===== src/rtl/pgfs_pkg.sv =====
// ---------------------------------------------------------------------------
// pgfs_pkg
// sizes, command codes and the front-to-back descriptor of the sequencer
// ---------------------------------------------------------------------------
package pgfs_pkg;

    // geometry of the capture buffers
    localparam int SLOTS_PER_BUFFER  = 1024;
    // packets per spectrum, a power of two (position taken as a mask)
    localparam int PKTS_PER_SPECTRUM = 2;
    localparam int NUM_BUFFERS       = 4;

    // fixed field widths
    localparam int COUNTER_W = 56;
    localparam int SOURCE_W  = 8;
    localparam int ACTION_W  = 3;
    localparam int BUFIDX_W  = 2;
    localparam int OFFSET_W  = 10;
    localparam int COUNT_W   = 11;
    localparam int BEAM_W    = 5;
    localparam int MISSED_W  = 32;

    // derived internal widths
    localparam int SLOT_W = $clog2(SLOTS_PER_BUFFER);
    localparam int ROOM_W = $clog2(SLOTS_PER_BUFFER + 1);
    localparam int SEQ_W  = (PKTS_PER_SPECTRUM > 1) ? $clog2(PKTS_PER_SPECTRUM) : 1;
    localparam int GAP_W  = $clog2(PKTS_PER_SPECTRUM + 1);
    localparam int LIM_W  = ((ROOM_W > GAP_W) ? ROOM_W : GAP_W) + 1;
    localparam int BUF_W  = $clog2(NUM_BUFFERS);

    // descriptor queue
    localparam int QDEPTH = 8;
    localparam int QPTR_W = $clog2(QDEPTH);
    localparam int QLVL_W = $clog2(QDEPTH + 1);

    typedef enum logic [ACTION_W-1:0] {
        ACT_WRITE = 3'd0,
        ACT_FILL  = 3'd1,
        ACT_FULL  = 3'd2,
        ACT_DROP  = 3'd3,
        ACT_GAP   = 3'd4
    } action_t;

    // command run that one header expands into
    typedef enum logic [2:0] {
        K_WRITE,
        K_WRITE_FULL,
        K_FILL,
        K_FILL_FULL,
        K_FILL_FULL_FILL,
        K_GAP,
        K_DROP
    } cmd_kind_t;

    typedef struct packed {
        cmd_kind_t               kind;
        logic [BUFIDX_W-1:0]     buf_idx;
        logic [BUFIDX_W-1:0]     next_buf;
        logic [OFFSET_W-1:0]     offset;
        logic [COUNT_W-1:0]      count_a;
        logic [COUNT_W-1:0]      count_b;
        logic [SOURCE_W-1:0]     source;
        logic [MISSED_W-1:0]     missed;
    } desc_t;

    typedef struct packed {
        logic              empty;
        logic [QLVL_W-1:0] level;
    } fifo_status_t;

endpackage


===== src/rtl/pgfs_hdr_if.sv =====
// ---------------------------------------------------------------------------
// pgfs_hdr_if
// packet header channel: counter and source byte with valid/ready
// ---------------------------------------------------------------------------
interface pgfs_hdr_if import pgfs_pkg::*; ();

    logic                 valid;
    logic                 ready;
    logic [COUNTER_W-1:0] packet_counter;
    logic [SOURCE_W-1:0]  source_byte;

    modport source (output valid, output packet_counter, output source_byte, input ready);
    modport sink   (input valid, input packet_counter, input source_byte, output ready);

endinterface


===== src/rtl/pgfs_cmd_if.sv =====
// ---------------------------------------------------------------------------
// pgfs_cmd_if
// buffer command channel with decoded source bits and missed total
// ---------------------------------------------------------------------------
interface pgfs_cmd_if import pgfs_pkg::*; ();

    logic                valid;
    logic                ready;
    logic [ACTION_W-1:0] action;
    logic [BUFIDX_W-1:0] buffer_index;
    logic [OFFSET_W-1:0] slot_offset;
    logic [COUNT_W-1:0]  slot_count;
    logic [BEAM_W-1:0]   beam_number;
    logic                cross_term;
    logic                adc_source;
    logic                multi_beam;
    logic [MISSED_W-1:0] missed_total;
    logic                last;

    modport source (
        output valid, output action, output buffer_index, output slot_offset,
        output slot_count, output beam_number, output cross_term, output adc_source,
        output multi_beam, output missed_total, output last,
        input ready
    );
    modport sink (
        input valid, input action, input buffer_index, input slot_offset,
        input slot_count, input beam_number, input cross_term, input adc_source,
        input multi_beam, input missed_total, input last,
        output ready
    );

endinterface


===== src/rtl/pgfs_fifo.sv =====
// ---------------------------------------------------------------------------
// pgfs_fifo
// short descriptor queue between the classifying front and the command back
// ---------------------------------------------------------------------------
module pgfs_fifo import pgfs_pkg::*; (
    input  logic         clk,
    input  logic         rst_n,
    input  logic         push,
    input  desc_t        push_desc,
    input  logic         pop,
    output desc_t        head,
    output fifo_status_t status
);

    desc_t             mem_reg [QDEPTH];
    logic [QPTR_W-1:0] wr_ptr_reg, wr_ptr_next;
    logic [QPTR_W-1:0] rd_ptr_reg, rd_ptr_next;
    logic [QLVL_W-1:0] level_reg, level_next;

    function automatic logic [QPTR_W-1:0] ptr_inc(input logic [QPTR_W-1:0] p);
        return (p == QPTR_W'(QDEPTH - 1)) ? '0 : p + QPTR_W'(1);
    endfunction

    always_comb
    begin
        wr_ptr_next = push ? ptr_inc(wr_ptr_reg) : wr_ptr_reg;
        rd_ptr_next = pop  ? ptr_inc(rd_ptr_reg) : rd_ptr_reg;
        level_next  = level_reg + QLVL_W'(push) - QLVL_W'(pop);
    end

    always_ff @(posedge clk or negedge rst_n)
    begin
        if (!rst_n)
        begin
            wr_ptr_reg <= '0;
            rd_ptr_reg <= '0;
            level_reg  <= '0;
        end
        else
        begin
            wr_ptr_reg <= wr_ptr_next;
            rd_ptr_reg <= rd_ptr_next;
            level_reg  <= level_next;
        end
    end

    always_ff @(posedge clk)
    begin
        if (push)
        begin
            mem_reg[wr_ptr_reg] <= push_desc;
        end
    end

    assign head         = mem_reg[rd_ptr_reg];
    assign status.empty = (level_reg == '0);
    assign status.level = level_reg;

endmodule


===== src/rtl/pgfs_front.sv =====
// ---------------------------------------------------------------------------
// pgfs_front
// header decode, sequence tracking and gap classification, one header a cycle while the queue has room
// ---------------------------------------------------------------------------
module pgfs_front import pgfs_pkg::*; (
    input  logic         clk,
    input  logic         rst_n,
    pgfs_hdr_if.sink     hdr,
    input  fifo_status_t fifo_st,
    output logic         push,
    output desc_t        push_desc
);

    // decode stage
    logic                 s1_valid_reg;
    logic [COUNTER_W-1:0] s1_cnt_reg;
    logic [SOURCE_W-1:0]  s1_src_reg;
    logic                 s1_seq_zero_reg;
    logic [GAP_W-1:0]     s1_gap_reg;
    logic [COUNTER_W-1:0] s1_bound_reg;
    logic [COUNTER_W-1:0] s1_inc_reg;

    // classify stage
    logic                 s2_valid_reg;
    desc_t                s2_desc_reg, s2_desc_next;
    logic                 s2_miss_reg, s2_miss_next;
    logic                 s2_diff_hi_reg, s2_diff_hi_next;
    logic [MISSED_W-1:0]  s2_diff_lo_reg, s2_diff_lo_next;

    // accounting stage, feeds the queue
    logic                 push_reg;
    desc_t                push_desc_reg, push_desc_next;

    // sequence state
    logic [COUNTER_W-1:0] exp_reg, exp_next;
    logic [SLOT_W-1:0]    slot_reg, slot_next;
    logic [BUF_W-1:0]     cur_buf_reg, cur_buf_next;
    logic                 in_spec_reg, in_spec_next;
    logic                 started_reg, started_next;
    logic [MISSED_W-1:0]  missed_reg, missed_next;

    logic                 accept;
    logic [QLVL_W+1:0]    in_flight;
    logic [SEQ_W-1:0]     seq;
    logic [GAP_W-1:0]     gap;

    function automatic logic [BUF_W-1:0] buf_after(input logic [BUF_W-1:0] b);
        return (b == BUF_W'(NUM_BUFFERS - 1)) ? '0 : b + BUF_W'(1);
    endfunction

    // room is reserved for every header in the pipe, so the pipe never stalls
    always_comb
    begin
        in_flight = (QLVL_W+2)'(fifo_st.level) + (QLVL_W+2)'(s1_valid_reg)
                  + (QLVL_W+2)'(s2_valid_reg) + (QLVL_W+2)'(push_reg);
    end

    assign hdr.ready = (in_flight < (QLVL_W+2)'(QDEPTH));
    assign accept    = hdr.valid && hdr.ready;

    // position within spectrum and distance to the next boundary
    assign seq = hdr.packet_counter[SEQ_W-1:0] & SEQ_W'(PKTS_PER_SPECTRUM - 1);
    assign gap = GAP_W'(PKTS_PER_SPECTRUM) - GAP_W'(seq);

    always_ff @(posedge clk)
    begin
        if (accept)
        begin
            s1_cnt_reg      <= hdr.packet_counter;
            s1_src_reg      <= hdr.source_byte;
            s1_seq_zero_reg <= (seq == '0);
            s1_gap_reg      <= gap;
            s1_bound_reg    <= hdr.packet_counter + COUNTER_W'(gap);
            s1_inc_reg      <= hdr.packet_counter + COUNTER_W'(1);
        end
    end

    // classification against the sequence state
    always_comb
    begin
        logic                 take;
        logic                 match;
        logic [COUNTER_W-1:0] diff;
        logic [ROOM_W-1:0]    ws_inc;
        logic [LIM_W-1:0]     room_l;
        logic [LIM_W-1:0]     gap_l;
        logic [LIM_W-1:0]     slots_l;
        logic [LIM_W-1:0]     span_l;
        logic [LIM_W-1:0]     rest_l;
        logic                 fits;
        logic                 one_buf;

        take    = s1_seq_zero_reg || in_spec_reg;
        match   = !started_reg || (s1_cnt_reg == exp_reg);
        diff    = s1_cnt_reg - exp_reg;
        ws_inc  = ROOM_W'(slot_reg) + ROOM_W'(1);
        room_l  = LIM_W'(SLOTS_PER_BUFFER) - LIM_W'(slot_reg);
        gap_l   = LIM_W'(s1_gap_reg);
        slots_l = LIM_W'(SLOTS_PER_BUFFER);
        span_l  = diff[LIM_W-1:0] + gap_l;
        rest_l  = span_l - room_l;
        // span below room, and span within one buffer, both moved onto diff
        fits    = (room_l > gap_l) && (diff < COUNTER_W'(room_l - gap_l));
        one_buf = (slots_l >= gap_l) && (diff <= COUNTER_W'(slots_l - gap_l));

        exp_next     = exp_reg;
        slot_next    = slot_reg;
        cur_buf_next = cur_buf_reg;
        in_spec_next = in_spec_reg;
        started_next = started_reg;

        s2_desc_next          = '0;
        s2_desc_next.kind     = K_DROP;
        s2_desc_next.buf_idx  = BUFIDX_W'(cur_buf_reg);
        s2_desc_next.next_buf = BUFIDX_W'(buf_after(cur_buf_reg));
        s2_desc_next.offset   = OFFSET_W'(slot_reg);
        s2_desc_next.source   = s1_src_reg;
        s2_miss_next          = 1'b0;
        s2_diff_hi_next       = |diff[COUNTER_W-1:MISSED_W];
        s2_diff_lo_next       = diff[MISSED_W-1:0];

        if (s1_valid_reg && take)
        begin
            started_next = 1'b1;
            if (match)
            begin
                exp_next             = s1_inc_reg;
                s2_desc_next.count_a = COUNT_W'(1);
                if (ws_inc == ROOM_W'(SLOTS_PER_BUFFER))
                begin
                    s2_desc_next.kind = K_WRITE_FULL;
                    slot_next         = '0;
                    cur_buf_next      = buf_after(cur_buf_reg);
                    in_spec_next      = 1'b0;
                end
                else
                begin
                    s2_desc_next.kind = K_WRITE;
                    slot_next         = ws_inc[SLOT_W-1:0];
                    in_spec_next      = 1'b1;
                end
            end
            else
            begin
                s2_miss_next = 1'b1;
                exp_next     = s1_bound_reg;
                in_spec_next = 1'b0;
                priority if (fits)
                begin
                    s2_desc_next.kind    = K_FILL;
                    s2_desc_next.count_a = COUNT_W'(span_l);
                    slot_next            = slot_reg + span_l[SLOT_W-1:0];
                end
                else if (one_buf)
                begin
                    s2_desc_next.kind    = (rest_l == '0) ? K_FILL_FULL : K_FILL_FULL_FILL;
                    s2_desc_next.count_a = COUNT_W'(room_l);
                    s2_desc_next.count_b = COUNT_W'(rest_l);
                    slot_next            = rest_l[SLOT_W-1:0];
                    cur_buf_next         = buf_after(cur_buf_reg);
                end
                else
                begin
                    s2_desc_next.kind = K_GAP;
                end
            end
        end
    end

    // saturating missed-packet total
    always_comb
    begin
        logic [MISSED_W:0] sum;
        logic              sat;

        sum = {1'b0, missed_reg} + {1'b0, s2_diff_lo_reg};
        sat = s2_diff_hi_reg || (sum >= (MISSED_W+1)'({MISSED_W{1'b1}}));

        missed_next = missed_reg;
        if (s2_valid_reg && s2_miss_reg)
        begin
            missed_next = sat ? {MISSED_W{1'b1}} : sum[MISSED_W-1:0];
        end
        push_desc_next        = s2_desc_reg;
        push_desc_next.missed = missed_next;
    end

    always_ff @(posedge clk or negedge rst_n)
    begin
        if (!rst_n)
        begin
            s1_valid_reg <= 1'b0;
            s2_valid_reg <= 1'b0;
            push_reg     <= 1'b0;
            exp_reg      <= '0;
            slot_reg     <= '0;
            cur_buf_reg  <= '0;
            in_spec_reg  <= 1'b0;
            started_reg  <= 1'b0;
            missed_reg   <= '0;
        end
        else
        begin
            s1_valid_reg <= accept;
            s2_valid_reg <= s1_valid_reg;
            push_reg     <= s2_valid_reg;
            exp_reg      <= exp_next;
            slot_reg     <= slot_next;
            cur_buf_reg  <= cur_buf_next;
            in_spec_reg  <= in_spec_next;
            started_reg  <= started_next;
            missed_reg   <= missed_next;
        end
    end

    always_ff @(posedge clk)
    begin
        s2_desc_reg    <= s2_desc_next;
        s2_miss_reg    <= s2_miss_next;
        s2_diff_hi_reg <= s2_diff_hi_next;
        s2_diff_lo_reg <= s2_diff_lo_next;
        push_desc_reg  <= push_desc_next;
    end

    assign push      = push_reg;
    assign push_desc = push_desc_reg;

endmodule


===== src/rtl/pgfs_back.sv =====
// ---------------------------------------------------------------------------
// pgfs_back
// expands each queued descriptor into its run of buffer commands
// ---------------------------------------------------------------------------
module pgfs_back import pgfs_pkg::*; (
    input  logic         clk,
    input  logic         rst_n,
    input  desc_t        head,
    input  fifo_status_t fifo_st,
    output logic         pop,
    pgfs_cmd_if.source   cmd
);

    logic [1:0]          step_reg, step_next;
    logic                out_valid_reg;
    action_t             act_reg;
    logic [BUFIDX_W-1:0] bidx_reg;
    logic [OFFSET_W-1:0] off_reg;
    logic [COUNT_W-1:0]  cnt_reg;
    logic [SOURCE_W-1:0] src_reg;
    logic [MISSED_W-1:0] missed_reg;
    logic                last_reg;

    logic                load;
    action_t             act;
    logic [BUFIDX_W-1:0] bidx;
    logic [OFFSET_W-1:0] off;
    logic [COUNT_W-1:0]  cnt;
    logic                is_last;

    assign load = !fifo_st.empty && (!out_valid_reg || cmd.ready);

    // command for the current step of the head descriptor
    always_comb
    begin
        act     = ACT_DROP;
        bidx    = head.buf_idx;
        off     = '0;
        cnt     = '0;
        is_last = 1'b1;
        unique case (head.kind)
            K_WRITE:
            begin
                act = ACT_WRITE;
                off = head.offset;
                cnt = head.count_a;
            end
            K_WRITE_FULL:
            begin
                if (step_reg == 2'd0)
                begin
                    act     = ACT_WRITE;
                    off     = head.offset;
                    cnt     = head.count_a;
                    is_last = 1'b0;
                end
                else
                begin
                    act = ACT_FULL;
                end
            end
            K_FILL:
            begin
                act = ACT_FILL;
                off = head.offset;
                cnt = head.count_a;
            end
            K_FILL_FULL:
            begin
                if (step_reg == 2'd0)
                begin
                    act     = ACT_FILL;
                    off     = head.offset;
                    cnt     = head.count_a;
                    is_last = 1'b0;
                end
                else
                begin
                    act = ACT_FULL;
                end
            end
            K_FILL_FULL_FILL:
            begin
                if (step_reg == 2'd0)
                begin
                    act     = ACT_FILL;
                    off     = head.offset;
                    cnt     = head.count_a;
                    is_last = 1'b0;
                end
                else if (step_reg == 2'd1)
                begin
                    act     = ACT_FULL;
                    is_last = 1'b0;
                end
                else
                begin
                    act  = ACT_FILL;
                    bidx = head.next_buf;
                    cnt  = head.count_b;
                end
            end
            K_GAP:
            begin
                act = ACT_GAP;
                off = head.offset;
            end
            K_DROP:
            begin
                act = ACT_DROP;
            end
            default:
            begin
                act = ACT_DROP;
            end
        endcase
    end

    assign pop = load && is_last;

    always_comb
    begin
        step_next = step_reg;
        if (load)
        begin
            step_next = is_last ? 2'd0 : step_reg + 2'd1;
        end
    end

    always_ff @(posedge clk or negedge rst_n)
    begin
        if (!rst_n)
        begin
            step_reg      <= 2'd0;
            out_valid_reg <= 1'b0;
        end
        else
        begin
            step_reg <= step_next;
            if (load)
            begin
                out_valid_reg <= 1'b1;
            end
            else if (cmd.ready)
            begin
                out_valid_reg <= 1'b0;
            end
        end
    end

    always_ff @(posedge clk)
    begin
        if (load)
        begin
            act_reg    <= act;
            bidx_reg   <= bidx;
            off_reg    <= off;
            cnt_reg    <= cnt;
            src_reg    <= head.source;
            missed_reg <= head.missed;
            last_reg   <= is_last;
        end
    end

    // source byte: adc, multibeam, five beam bits, cross
    assign cmd.valid        = out_valid_reg;
    assign cmd.action       = act_reg;
    assign cmd.buffer_index = bidx_reg;
    assign cmd.slot_offset  = off_reg;
    assign cmd.slot_count   = cnt_reg;
    assign cmd.beam_number  = src_reg[BEAM_W:1];
    assign cmd.cross_term   = src_reg[0];
    assign cmd.adc_source   = src_reg[SOURCE_W-1];
    assign cmd.multi_beam   = src_reg[SOURCE_W-2];
    assign cmd.missed_total = missed_reg;
    assign cmd.last         = last_reg;

endmodule


===== src/rtl/packet_gap_fill_sequencer.sv =====
// ---------------------------------------------------------------------------
// packet_gap_fill_sequencer
// turns spectrometer packet headers into buffer write, zero-fill and
// buffer-full commands, repairing counter gaps up to the next spectrum edge
// ---------------------------------------------------------------------------
//
//  channel  side    handshake     carries
//  -------  ------  ------------  ----------------------------------------------
//  hdr      sink    valid/ready   packet_counter, source_byte
//  cmd      source  valid/ready   action, buffer_index, slot_offset, slot_count,
//                                 beam_number, cross_term, adc_source,
//                                 multi_beam, missed_total, last
//
//  a header passes three front stages (decode, classify, accounting) and
//  the descriptor queue before it reaches the command register
//  the command stage issues one command per cycle while a descriptor waits and
//  cmd.ready allows; a header gives one command for a write, fill, drop or gap,
//  two with a buffer full, three for a crossing fill; it sets the sustained rate
//  hdr.ready drops only once the eight-entry descriptor queue, counting the
//  headers still in the front stages, is spoken for
//  reset clears the sequence state and the queue at once, no clearing pass
//
module packet_gap_fill_sequencer import pgfs_pkg::*; (
    input  logic       clk,
    input  logic       rst_n,
    pgfs_hdr_if.sink   hdr,
    pgfs_cmd_if.source cmd
);

    // front to queue
    logic         push;
    desc_t        push_desc;

    // queue to back
    desc_t        head;
    logic         pop;
    fifo_status_t fifo_st;

    // classify headers and track the expected counter, slot and buffer
    pgfs_front u_front (
        .clk       (clk),
        .rst_n     (rst_n),
        .hdr       (hdr),
        .fifo_st   (fifo_st),
        .push      (push),
        .push_desc (push_desc)
    );

    // decouples header intake from command issue
    pgfs_fifo u_fifo (
        .clk       (clk),
        .rst_n     (rst_n),
        .push      (push),
        .push_desc (push_desc),
        .pop       (pop),
        .head      (head),
        .status    (fifo_st)
    );

    // expand descriptors into commands behind an output register
    pgfs_back u_back (
        .clk     (clk),
        .rst_n   (rst_n),
        .head    (head),
        .fifo_st (fifo_st),
        .pop     (pop),
        .cmd     (cmd)
    );

endmodule


===== src/flat_wrapper.sv =====
// flat-port wrapper written by rule: the top's interface ports become plain ports
module packet_gap_fill_sequencer_flat import pgfs_pkg::*;
  (clk, rst_n, hdr_valid, hdr_packet_counter, hdr_source_byte, hdr_ready, cmd_valid, cmd_action, cmd_buffer_index, cmd_slot_offset, cmd_slot_count, cmd_beam_number, cmd_cross_term, cmd_adc_source, cmd_multi_beam, cmd_missed_total, cmd_last, cmd_ready);
  pgfs_hdr_if hdr_i ();
  pgfs_cmd_if cmd_i ();
  input  logic clk;
  input  logic rst_n;
  input wire logic [$bits(hdr_i.valid)-1:0] hdr_valid;
  input wire logic [$bits(hdr_i.packet_counter)-1:0] hdr_packet_counter;
  input wire logic [$bits(hdr_i.source_byte)-1:0] hdr_source_byte;
  output wire logic [$bits(hdr_i.ready)-1:0] hdr_ready;
  output wire logic [$bits(cmd_i.valid)-1:0] cmd_valid;
  output wire logic [$bits(cmd_i.action)-1:0] cmd_action;
  output wire logic [$bits(cmd_i.buffer_index)-1:0] cmd_buffer_index;
  output wire logic [$bits(cmd_i.slot_offset)-1:0] cmd_slot_offset;
  output wire logic [$bits(cmd_i.slot_count)-1:0] cmd_slot_count;
  output wire logic [$bits(cmd_i.beam_number)-1:0] cmd_beam_number;
  output wire logic [$bits(cmd_i.cross_term)-1:0] cmd_cross_term;
  output wire logic [$bits(cmd_i.adc_source)-1:0] cmd_adc_source;
  output wire logic [$bits(cmd_i.multi_beam)-1:0] cmd_multi_beam;
  output wire logic [$bits(cmd_i.missed_total)-1:0] cmd_missed_total;
  output wire logic [$bits(cmd_i.last)-1:0] cmd_last;
  input wire logic [$bits(cmd_i.ready)-1:0] cmd_ready;
  assign hdr_i.valid = hdr_valid;
  assign hdr_i.packet_counter = hdr_packet_counter;
  assign hdr_i.source_byte = hdr_source_byte;
  assign hdr_ready = hdr_i.ready;
  assign cmd_valid = cmd_i.valid;
  assign cmd_action = cmd_i.action;
  assign cmd_buffer_index = cmd_i.buffer_index;
  assign cmd_slot_offset = cmd_i.slot_offset;
  assign cmd_slot_count = cmd_i.slot_count;
  assign cmd_beam_number = cmd_i.beam_number;
  assign cmd_cross_term = cmd_i.cross_term;
  assign cmd_adc_source = cmd_i.adc_source;
  assign cmd_multi_beam = cmd_i.multi_beam;
  assign cmd_missed_total = cmd_i.missed_total;
  assign cmd_last = cmd_i.last;
  assign cmd_i.ready = cmd_ready;
  packet_gap_fill_sequencer u_core (.clk(clk), .rst_n(rst_n), .hdr(hdr_i), .cmd(cmd_i));
endmodule

===== config.mk =====
export PLATFORM = sky130hd
export DESIGN_NAME = packet_gap_fill_sequencer_flat
export DESIGN_NICKNAME = d
export VERILOG_FILES = /design/src/rtl/pgfs_pkg.sv /design/src/rtl/pgfs_hdr_if.sv /design/src/rtl/pgfs_cmd_if.sv /design/src/rtl/pgfs_fifo.sv /design/src/rtl/pgfs_front.sv /design/src/rtl/pgfs_back.sv /design/src/rtl/packet_gap_fill_sequencer.sv /design/src/flat_wrapper.sv
export SDC_FILE = /design/constraint.sdc
export NUM_CORES = 2
export LEC_CHECK = 0
export BUFFER_PORTS_ARGS = -buffer_cell sky130_fd_sc_hd__buf_4
export CORE_MARGIN = 2
export CORE_UTILIZATION = 33
export DETAILED_ROUTE_END_ITERATION = 8
export PLACE_DENSITY_LB_ADDON = 0.1
export SETUP_SLACK_MARGIN = 0.5
export SLEW_MARGIN = 20
export SYNTH_ARGS = -nofsm -noshare
export SYNTH_HDL_FRONTEND = slang
export SYNTH_SLANG_ARGS = --single-unit
export TNS_END_PERCENT = 30

===== constraint.sdc =====
create_clock -name clk -period 7.2 [get_ports clk]
set_input_delay 0.72 -clock clk [delete_from_list [all_inputs] [get_ports clk]]
set_output_delay 0.72 -clock clk [all_outputs]
set_load 0.01 [all_outputs]

==> results.sh <==
export IMPL_cts_hold_buffers=0
export IMPL_r2r_start="u_core.u_front.exp_reg[25]"
export IMPL_async_flop_share=0.102
export IMPL_die_h_um=397
export IMPL_htreeDepth=4
export IMPL_worst_ep_required_time_ns=7.83
export IMPL_synth_cell_type_count=96
export IMPL_clock_path_buffers=3
export IMPL_detail_route_wl_per_cell_um=23.0
export IMPL_final_seq_area_mm2=0.0324
export IMPL_crit_family="simple AND/OR/NAND/NOR gates"
export IMPL_num_io_pins=137
export IMPL_syn2layout_area_growth_pct=15.7
export IMPL_p_leak_nw=20.8
export IMPL_synthTopCellsByCount="874 x edfxtp_1, 285 x nand2_1, 240 x nor2_1, 200 x ha_1, 160 x dfxtp_1"
export IMPL_worstSetupStartpointType="flip-flop"
export IMPL_grt_use_total=0.174
export IMPL_largest_reg_flops=632
export IMPL_violations="negative hold slack"
export IMPL_p_per_area_mw_per_mm2=538
export IMPL_layout_min_cycle_time_ns=6.39
export IMPL_drt_total_wl_um=137000
export IMPL_synth_edff_count=874
export IMPL_instances_no_fill=5965
export IMPL_drv_slew=0
export IMPL_cts_root_buf="clkbuf_16"
export IMPL_grt_pass1_wl_um=206000
export IMPL_syn_cell_area_mm2=0.0510
export IMPL_worstPathCellList="inv_1, ha_2, nand4_1, or4_1, or2_2, o211ai_1, o21ai_0, o21ai_0, xor2_1, ha_1, a21o_1, a21o_1, a21oi_1, nor2_1, a2111oi_0, nor2_1, or4b_2, a31oi_2, buf_4, o21ai_1, nand2_4, mux2_1"
export IMPL_synth_top_area_share=0.515
export IMPL_core_mm2=0.154
export IMPL_grt_overflow=0
export IMPL_cts_buffers=132
export IMPL_slowest_stage="or4b_2"
export IMPL_grt_max_degree=132
export IMPL_max_slew_worst_pin_slew_ns=1.16
export IMPL_ys_seq_elements=1152
export IMPL_fill_cells=14500
export IMPL_avgSynthCellArea_um2=14.0
export IMPL_dieWidth_um=397
export IMPL_ant_nets=0
export IMPL_syn_nets=3907
export IMPL_drtIter0Drc=1994
export IMPL_cp_max_fo=20
export IMPL_synth_area_leaders="edfxtp_1 51%, mux4_2 7.0%, dfxtp_1 6.3%, dfrtp_1 5.8%, ha_1 4.9%"
export IMPL_drcViolationCount=0
export IMPL_fin_skew_ns=0.0406
export IMPL_rsz0062_at_grt="no"
export IMPL_dp_cells=5719
export IMPL_post_drt_via_cell_ratio=5.06
export IMPL_cts_tree="done"
export IMPL_clkSinkCount=1152
export IMPL_hp_class="primary input to async pin"
export IMPL_crit_start="u_core.u_front.exp_reg[25]"
export IMPL_dpl_hpwl_um=90500
export IMPL_path_buf_inv=2
export IMPL_routabilityCongestion=0.887
export IMPL_start_util=0.332
export IMPL_fmax_mhz=157
export IMPL_die_area_mm2=0.158
export IMPL_finish_instance_area_mm2=0.0590
export IMPL_maxSlewHeadroom=0.228
export IMPL_yosysMostFrequentCell="edfxtp_1"
export IMPL_endpoint_kind="flip-flop"
export IMPL_clkTransAtPathRegs_ns=0.06
export IMPL_setup_tns_ns=0
export IMPL_numPortBuffers=136
export IMPL_path_class="flip-flop to flip-flop"
export IMPL_drtPass1Iterations=5
export IMPL_fp_row_count=144
export IMPL_hold_viol=7
export IMPL_multi_input_area_mm2=0.0176
export IMPL_setup_viol=0
export IMPL_ys_seq_area_frac=0.635
export IMPL_fin_crit_sh=0.887
export IMPL_insertion_delay_ns=0.76
export IMPL_synth_ff_type="edfxtp_1"
export IMPL_placedInstanceArea_mm2=0.0546
export IMPL_grt_pass1_vias=31100
export IMPL_yosys_warnings=0
export IMPL_nNetsFinal=4084
export IMPL_synth_top_area_cell="edfxtp_1"
export IMPL_drive_above_1_share=0.173
export IMPL_post_synth_inst_count=3632
export IMPL_vias=30200
export IMPL_drv_cap=0
export IMPL_status="complete, but fails checks"
export IMPL_hold_slack_ns=-0.0324
export IMPL_slowest_delay_ns=0.68
export IMPL_irDropWorstVdd_mv=0.330
export IMPL_crit_arrival_ns=7.02
export IMPL_antenna_found_initial=0
-- through the flow --
stage	utilization	total power, mW	setup slack, ns
detailed placement	0.355	25.3	0.752
finish	0.384	31.7	0.815
global placement	0.355	25.4	0.738
floorplan	-	20.3	0.521
global route	0.384	34.0	0.522
CTS	0.384	32.1	0.721
-- cell families (layout without fill, tap and decap cells) --
kind of cell | after synthesis | in the layout | synth area share
compound gates | 604 | 604 | 0.0786
fa+ha+maj | 207 | 207 | 0.0518
simple gates | 920 | 920 | 0.0858
xor+xnor | 231 | 231 | 0.0400
buf+inv | 280 | 567 | 0.0215
other cells | 0 | 2 | 0
mux | 238 | 238 | 0.0869
flops | 1152 | 1152 | 0.635
-- cells in the final DEF (no fill, tap or decap), types with 16 or more instances in the layout --
master	count
a211oi_1	16
a21o_1	54
a21oi_1	152
a31oi_1	75
and3_1	33
buf_4	191
clkbuf_1	41
clkbuf_16	135
clkbuf_8	17
clkinv_2	16
dfrtp_1	115
dfxtp_1	160
edfxtp_1	874
ha_1	198
inv_1	128
mux2_2	56
mux2i_1	22
mux4_2	158
nand2_1	284
nand2b_1	32
nand3_1	77
nand4_1	61
nor2_1	234
nor2b_1	23
nor3_1	54
nor4_1	21
o21ai_0	99
o22a_1	33
or2_2	16
or3_1	18
xnor2_1	136
xor2_1	92
-- report_power, final --
part | switching, mW | internal (mW) | total (mW)
combinational | 8.82 | 5.87 | 14.7
sequential | 0.990 | 9.32 | 10.3
clock | 2.77 | 3.96 | 6.73
-- final timing paths --
check / to / slack (ns) / cells past startpoint
setup reg to reg: u_core.u_front.slot_reg[1] / 0.81 / 22
hold reg to reg: u_core.u_front.push_desc[65] / 0.32 / 0
setup / recovery: u_core.u_front.slot_reg[1] / 0.81 / 22
max in group asynchronous: u_core.u_front.exp_reg[28] / 5.86 / 2
min in group clk: u_core.u_front.s1_src_reg[1] / 0.13 / 1
hold / removal: u_core.u_fifo.level_reg[2] / -0.03 / 1
-- layout make-up --
cell class | instances | share of cell area
inverters | 128 | 0.00815
well taps | 2044 | 0.0434
repair buffers | 195 | 0.0255
clock buffers | 193 | 0.0638
diodes | 2 | 0.0000848
clock inverters | 51 | 0.0105
multi-input cells | 2200 | 0.299
flip-flops and latches | 1152 | 0.549
-- routing by layer --
| layer | wire [um] | share of wire | GRT usage | up-vias |
|---|---|---|---|---|
| met5 | 0 | 0 | 0 | - |
| met4 | 3070 | 0.022 | 0.0464 | 0 |
| met3 | 4430 | 0.032 | 0.0242 | 184 |
| met2 | 66000 | 0.48 | 0.288 | 559 |
| met1 | 63600 | 0.46 | 0.238 | 15200 |
| li1 | - | - | - | 14200 |
-- timing repair --
action                                  in CTS  in global routing
gates resized for setup                      0                  6
setup buffers                                0                  0
endpoints found under the setup margin       0                 29
Note: power is estimated with default switching activity, not from simulation.
